**config.mk**
```make
export PLATFORM = sky130hd
export DESIGN_NAME = tse_ram
export DESIGN_NICKNAME = d
export VERILOG_FILES = /design/src/design/tse_ram.sv
export SDC_FILE = /design/constraint.sdc
export NUM_CORES = 1
export LEC_CHECK = 0
export ABC_AREA = 1
export BUFFER_PORTS_ARGS = -buffer_cell sky130_fd_sc_hd__buf_2
export CAP_MARGIN = 30
export CELL_PAD_IN_SITES_DETAIL_PLACEMENT = 0
export CELL_PAD_IN_SITES_GLOBAL_PLACEMENT = 1
export CORE_MARGIN = 2
export CORE_UTILIZATION = 51
export DETAILED_ROUTE_END_ITERATION = 8
export GPL_ROUTABILITY_DRIVEN = 0
export HOLD_SLACK_MARGIN = 0.15
export PLACE_DENSITY_LB_ADDON = 0.12
export SETUP_SLACK_MARGIN = 0.2
export SLEW_MARGIN = 10
export SYNTH_ARGS = -nofsm -noshare
export SYNTH_HDL_FRONTEND = slang
export SYNTH_SLANG_ARGS = --single-unit
```
**constraint.sdc**
```tcl
create_clock -name clock -period 2.9 [get_ports clock]
set_clock_uncertainty 0.1 [all_clocks]
set_input_delay 0.29 -clock clock [delete_from_list [all_inputs] [get_ports clock]]
set_output_delay 0.29 -clock clock [all_outputs]
set_load 0.02 [all_outputs]
```
**src/design/tse_ram.sv**
```systemverilog
// Generic single-port-write, single-port-read RAM with registered read.
module tse_ram #(
   parameter int unsigned WIDTH = 8,
   parameter int unsigned DEPTH = 64
) (
   input  logic                     clock,
   input  logic                     wr_en,
   input  logic [$clog2(DEPTH)-1:0] wr_addr,
   input  logic [WIDTH-1:0]         wr_data,
   input  logic [$clog2(DEPTH)-1:0] rd_addr,
   output logic [WIDTH-1:0]         rd_data
);
   logic [WIDTH-1:0] mem [DEPTH];

   always_ff @(posedge clock) begin
      if (wr_en) begin
         mem[wr_addr] <= wr_data;
      end
      rd_data <= mem[rd_addr];
   end
endmodule

```
* Word level (Yosys, flattened, before mapping)
Memories as Yosys holds them, arrays and structs flattened. A register that Yosys moved wholly into a read port is not among the register bits. Cells that the tools add are included.
Storage, ports and cells: bits in read-only memories 0, output and inout bits 8, register bits 0, memories 1, bits in writable memories 512, bits of input ports 22, bits in latches 0, word-level logic and storage cells 3
Cells by class: reductions and logical operators 0, bitwise logic cells 0, $lt $le $gt $ge 0, divide/modulo/power cells 0, eq/ne operators 0, muxes and demuxes 2, multiply operators 0, shift-type cells 0, add/subtract/negate cells 0
Memories:
- mem | words 64, width 8, rd ports 1, clocked after memory_dff 1, write ports 1, RTL line 13 | logic [WIDTH-1:0] mem [DEPTH];
Operators by type and width (number):
- $mux W1 | 2

* Longest topological paths before layout
Gate-level depths: netlist of run 1.
depth in word-level cells 2, depth in mapped cells 12, mapped depth without buffers 9

* Worst setup path after synthesis of run 1
No wires, ideal clock.
path kind input to register, start point input port wr_en, end point memory mem[48][0], enable pin, slack 0.744 ns, stages on the path 3, data arrival time 1.661 ns, required time 2.405 ns, path buffers 1, library setup time 0.395 ns, cells stage by stage clkbuf_1 nand4_1 nor4_1
Between the ends: word-level cells in the longest chain between the ends 2
Ends and longest elaborated chain:
- start, declared | RTL line 7 | input logic wr_en,
- $mux W1 | RTL line 16 | if (wr_en) begin
- $mux W1 (not written as such) | RTL line 17 | mem[wr_addr] <= wr_data;
- end, declared | RTL line 13
Every way passes these cells.

* Worst setup path in the final report of run 1
start point input port wr_en, end point memory mem[7][6], enable pin
Same word-level chain as after synthesis.

==> results of run 1 <==
[layout make-up]
| class | count | area [um^2] | area share |
|---|---|---|---|
| Timing Repair Buffer | 134 | 1120 | 0.0464 |
| Multi-Input combinational cell | 1160 | 4950 | 0.204 |
| Clock inverter | 30 | 387 | 0.0160 |
| Sequential cell | 520 | 15500 | 0.642 |
| Clock buffer | 69 | 1500 | 0.0620 |
| Tap cell | 532 | 666 | 0.0275 |
| Inverter | 12 | 52.6 | 0.00217 |
[worst max-delay path by stage]
stage	start	to	slack, ns	depth (start not counted)
after floorplan	wr_en	mem[48][0]	0.74	3
after global placement	wr_en	mem[7][4]	0.24	3
after detailed placement	wr_en	mem[7][2]	0.26	3
after CTS	wr_en	mem[7][1]	0.87	3
after global routing	wr_en	mem[7][1]	0.83	3
final	wr_en	mem[7][6]	0.86	3
[cells by family after synthesis]
group | count (synthesis) | synth area share
buffers and inverters | 125 | 0.0402
DFF | 520 | 0.728
and+or+nand+nor | 1160 | 0.232
[cells in the final DEF (no fill, tap or decap), drive strengths merged]
cell / Yosys / final
nand2: 648 / 648
edfxtp: 512 / 512
nand3: 439 / 439
buf: 98 / 127
clkbuf: 15 / 70
nor2: 56 / 56
clkinv: 0 / 19
inv: 12 / 13
bufinv: 0 / 10
nand4: 9 / 9
nor4: 8 / 8
dfxtp: 8 / 8
dlygate4sd3: 0 / 6
[registers in the layout, summed over array words and instances, names as in the netlist]
register / cells
mem: 512
rd_data: 8
[per-layer routing]
| metal | up-vias | part of all wire | global-route usage |
|---|---|---|---|
| li1 | 6500 | - | - |
| met1 | 6876 | 0.43 | 0.358 |
| met2 | 467 | 0.48 | 0.414 |
| met3 | 92 | 0.062 | 0.0340 |
| met4 | 0 | 0.030 | 0.0904 |
| met5 | - | 0 | 0 |
[through the flow]
stage	setup slack [ns]	power [mW]	cell area [um^2]	instances	utilization
final	0.861	16.7	24200	2457	0.589
after global routing	0.832	17.1	24200	2457	0.589
after global placement	0.241	9.53	22300	2352	0.542
after CTS	0.874	16.8	24200	2457	0.589
after floorplan	0.744	9.09	21300	1805	-
after detailed placement	0.257	9.53	22300	2352	0.542
[power groups by stage]
stage / sequential, mW / clock (mW) / combinational (mW)
floorplan: 8.51 / 0 / 0.585
global placement: 8.51 / 0 / 1.02
detailed placement: 8.51 / 0 / 1.02
CTS: 8.35 / 7.40 / 1.03
global route: 8.35 / 7.67 / 1.12
finish: 8.35 / 7.31 / 1.03
[what timing repair did]
action | in CTS | in global routing
gates resized for setup | 0 | 0
hold endpoints to repair | 89 | 0
endpoints found under the setup margin | 0 | 0
hold buffers | 6 | 0
==> results.json, run 1 <==
{
  "status": "finished clean",
  "period_needed_ns": 2.04,
  "clock.fmax_mhz": 490,
  "critPathTopFamily": "simple AND/OR/NAND/NOR gates",
  "rows": 74,
  "hpwl_mm": 33.0,
  "synthesis.area_um2": 21300,
  "cts_sinks": 520,
  "synth_cell_type_count": 16,
  "grt_setup_unrepaired": "false",
  "crit_type": "in2reg",
  "synth_ff_type": "edfxtp_1",
  "hold_path_end": "mem[24][3]",
  "syn_to_final_growth_pct": 13.5,
  "seq_power_share": 0.500,
  "r2r-end": "rd_data[5]",
  "p_comb_frac": 0.062,
  "period_share": 0.703,
  "cts_tree": "done",
  "cts_root_buffer": "clkbuf_16",
  "synth_area_leaders": "edfxtp_1, nand2_1, nand3_1",
  "cts_buffers": 54,
  "hold_start": "wr_data[3]",
  "ctsHtreeMaxLevel": 2,
  "layout-drive-gt1-share": 0.108,
  "drt.antenna.violating_nets": 0,
  "synthTopCellsByCount": "nand2_1, edfxtp_1, nand3_1",
  "powerDensity_nw_per_um2": 689,
  "r2r-start": "mem[51][5]",
  "setup_viol": 0,
  "holdPathStages": 1,
  "grt_max_degree": 76,
  "clk_pin_slew_worst_paths_ns": 0.06,
  "grt_pass1_vias": 13300,
  "vias": 13900,
  "swShare": 0.215,
  "antenna_found_initial": 0,
  "dr.pass1.iters": 5,
  "cp_data_arrival_time_ns": 2.16,
  "synthCells": 1805,
  "r2r_slack_ns": 1.47,
  "worst_pin_slew_ns": 0.884,
  "io_buffers": 29,
  "min_path_type": "in2reg",
  "synth_seq_cells": 520,
  "grt_use_total": 0.256,
  "routed_via_density": 5.67,
  "syn_avg_cell_area_um2": 11.8,
  "setup.worst_path.end_class": "register",
  "overflow": 0,
  "routed_wl_mm": 54.9,
  "layout.nets": 1904,
  "die_h_um": 209,
  "hold_viol": 0,
  "cp-start-kind": "input port",
  "p_clk_frac": 0.438,
  "fill_cells": 3336,
  "num_antenna_cells": 0,
  "cp_max_fo": 9,
  "synth_most_common_cell": "nand2_1",
  "finalSetupTns_ns": 0,
  "ir_drop_mv": 0.636,
  "power_switching_mw": 3.58,
  "postCtsSetupBuffers": 0,
  "route.detailed.drc": 0,
  "p_int_mw": 13.1,
  "synth_area_leader_cell": "edfxtp_1",
  "path_buf_inv": 1,
  "grt_pass1_wl_mm": 82.4,
  "cap_violations": 0,
  "maxSlewHeadroom": 0.409,
  "cts_buffer_depth": 3,
  "core_area_um2": 41100,
  "dieArea_um2": 43500,
  "synth_edf_count": 512,
  "synth_top_area_frac": 0.720,
  "start_util": 0.519,
  "syn-num-nets": 1827,
  "crit_slowest_cell": "nor2_1",
  "reg2reg_depth": 8,
  "power_leakage_nw": 8.88,
  "seq_area_frac_synth": 0.728,
  "required_ns": 3.02,
  "wl_per_cell_um": 22.3,
  "async_flop_share": 0,
  "finalMaxSlewViolations": 0,
  "whs_ns": 0.200,
  "max_stage_delay_ns": 0.95,
  "clock_latency_ns": 0.60,
  "crit_chain": "buf_2, nand4_1, nor2_1",
  "yosysWarnings": 0,
  "pin_count": 30,
  "drt_iter0_drc": 1376,
  "die_w_um": 209
}
(Power assumes the default switching activity.)
==> run 2, diff against run 1 <==
--- a/config.mk
+++ b/config.mk
@@ -5,13 +5,13 @@
 export SDC_FILE = /design/constraint.sdc
 export NUM_CORES = 1
 export LEC_CHECK = 0
-export ABC_AREA = 1
+export ABC_AREA = 0
 export BUFFER_PORTS_ARGS = -buffer_cell sky130_fd_sc_hd__buf_2
 export CAP_MARGIN = 30
 export CELL_PAD_IN_SITES_DETAIL_PLACEMENT = 0
 export CELL_PAD_IN_SITES_GLOBAL_PLACEMENT = 1
 export CORE_MARGIN = 2
-export CORE_UTILIZATION = 51
+export CORE_UTILIZATION = 56
 export DETAILED_ROUTE_END_ITERATION = 8
 export GPL_ROUTABILITY_DRIVEN = 0
 export HOLD_SLACK_MARGIN = 0.15
==> constraint.sdc (replaced) <==
create_clock -name clock -period 2 [get_ports clock]
set_clock_uncertainty 0.1 [all_clocks]
set_input_delay 0.2 -clock clock [delete_from_list [all_inputs] [get_ports clock]]
set_output_delay 0.2 -clock clock [all_outputs]
set_load 0.02 [all_outputs]
==> run 2 against run 1 <==
Critical path depth is 2 higher. Core utilization is 8.7 points higher. Sequential share of layout area grew 0.56 points. Critical endpoint is now rd_data[1]. Largest cell class unchanged. Highest routed layer is now met5.
==> results.json, run 2 <==
{
  "status": "finished clean",
  "dr.pass1.iters": 5,
  "antenna_found_initial": 1,
  "rows": 69,
  "cts_root_buffer": "clkbuf_16",
  "drt.antenna.violating_nets": 0,
  "synth_area_leader_cell": "edfxtp_1",
  "top_register": "mem",
  "async_flop_share": 0,
  "pin_count": 30,
  "required_ns": 2.36,
  "drt_iter0_drc": 941,
  "cts_buffers": 52,
  "reg_top3": "mem (512), rd_data (8)",
  "placed_cells": 1539,
  "cts_sinks": 520,
  "synth_seq_cells": 520,
  "syn_avg_cell_area_um2": 21.5,
  "overflow": 0,
  "hold_viol": 0,
  "layout_commonest_cell": "edfxtp_1",
  "crit_type": "reg2reg",
  "ir_drop_mv": 0.814,
  "grt_max_degree": 65,
  "seq_area_frac_synth": 0.770,
  "maxSlewHeadroom": 0.550,
  "period_share": 0.983,
  "synthCells": 940,
  "powerDensity_nw_per_um2": 966,
  "synthTopCellsByCount": "edfxtp_1, mux4_2, nor2_1",
  "clock.fmax_mhz": 509,
  "period_needed_ns": 1.97,
  "clock_latency_ns": 0.58,
  "worst_pin_slew_ns": 0.675,
  "grt_pass1_vias": 10600,
  "layout.nets": 1164,
  "route.detailed.drc": 0,
  "met1_usage": 0.348,
  "cts_tree": "done",
  "postCtsSetupBuffers": 0,
  "finalMaxSlewViolations": 0,
  "synthesis.area_um2": 20200,
  "grt_pass1_wl_mm": 67.6,
  "cp-start-kind": "register",
  "grt_setup_unrepaired": "true",
  "synth_most_common_cell": "edfxtp_1",
  "dieArea_um2": 37500,
  "power_leakage_nw": 7.90,
  "synth_ff_type": "edfxtp_1",
  "fill_cells": 2263,
  "io_buffers": 29,
  "syn-num-nets": 962,
  "vias": 10000,
  "syn_to_final_growth_pct": 19.0,
  "start_util": 0.568,
  "synth_cell_type_count": 40,
  "routed_via_density": 6.12,
  "met3_usage": 0.0496,
  "cp_data_arrival_time_ns": 2.32,
  "wl_per_cell_um": 27.3,
  "routed_wl_mm": 44.8,
  "synth_area_leaders": "edfxtp_1, mux4_2, nor2_1",
  "synth_top_area_frac": 0.762,
  "die_w_um": 194,
  "synth_edf_count": 512,
  "grt_use_total": 0.246,
  "layout-drive-gt1-share": 0.359,
  "cp_max_fo": 1,
  "die_h_um": 194,
  "ctsHtreeMaxLevel": 2,
  "cap_violations": 0,
  "busiest_layer": "met2",
  "largest_register_ffs": 512,
  "clk_pin_slew_worst_paths_ns": 0.06,
  "cts_buffer_depth": 3,
  "power_mw": 23.2,
  "grtUsageMet2": 0.403,
  "hpwl_mm": 29.0,
  "min_path_type": "in2reg",
  "setup_viol": 0,
  "setup.worst_path.end_class": "register",
  "utilization": 0.676,
  "num_antenna_cells": 0,
  "yosysWarnings": 0,
  "final_cell_mix": "edfxtp_1, buf_4, mux4_2",
  "final_cells": 1641,
  "core_area_um2": 35500
}
## run 2: repair_timing
| item | 4_1_cts | 5_1_grt |
|---|---|---|
| pin swaps | 6 | 6 |
| hold endpoints to repair | 391 | 7 |
| hold buffers | 9 | 1 |
| gates cloned | 0 | 0 |
| gates resized for setup | 13 | 11 |
| setup endpoints to repair | 8 | 8 |
## run 2: area by class of cell
class	count	area, um^2	area share
Clock buffer	60	1350	0.0564
Clock inverter	32	350	0.0146
Multi-Input combinational cell	369	4430	0.185
Sequential cell	520	15500	0.647
Tap cell	461	577	0.0240
Timing Repair Buffer	199	1750	0.0730
## run 2: where the power goes
part	switching (mW)	internal (mW)	total (mW)
logic	0.755	0.592	1.35
registers	0.0355	12.1	12.1
clock network	3.90	5.84	9.73
## run 2: stage by stage
step                      setup WS (ns)  hold slack [ns]  cell area [um^2]  setup TNS (ns)
final                            0.0345           0.0411             24000               0
after global routing            -0.0198           0.0306             24000         -0.0333
after CTS                       -0.0119          -0.0516             23900         -0.0119
after detailed placement         -0.384            0.531             22100           -2.48
after global placement           -0.375            0.530             22100           -2.39
after floorplan                   0.152            0.199             20200               0
## run 2: cell families (layout without fill, tap and decap cells)
family	Yosys count	after routing	share of synthesized area
buffers and inverters	51	291	0.0157
DFF	520	520	0.770
AOI/OAI and AO/OA	54	54	0.0207
muxes	162	162	0.159
and+or+nand+nor	153	153	0.0339
## run 2: routing by layer
layer,part of all wire,up-vias
met5,0.00036,-
met1,0.41,5302
met3,0.070,60
met4,0.016,2
li1,-,4334
met2,0.50,337
## run 2: worst paths after layout
path / start / to / slack [ns] / depth (start not counted)
worst min register to register: mem[35][1] / rd_data[1] / 0.76 / 4
worst min-delay path: rd_addr[5] / rd_data[0] / 0.04 / 3
worst max register to register: mem[14][1] / rd_data[1] / 0.03 / 5
worst max-delay path: mem[14][1] / rd_data[1] / 0.03 / 5
## run 2: critical path, stage by stage, from the launching register on
cell       delay, ns
edfxtp_1        0.37
mux4_2          0.49
mux4_2          0.55
nor2_2          0.13
nor3_2          0.07
o2bb2ai_1       0.13
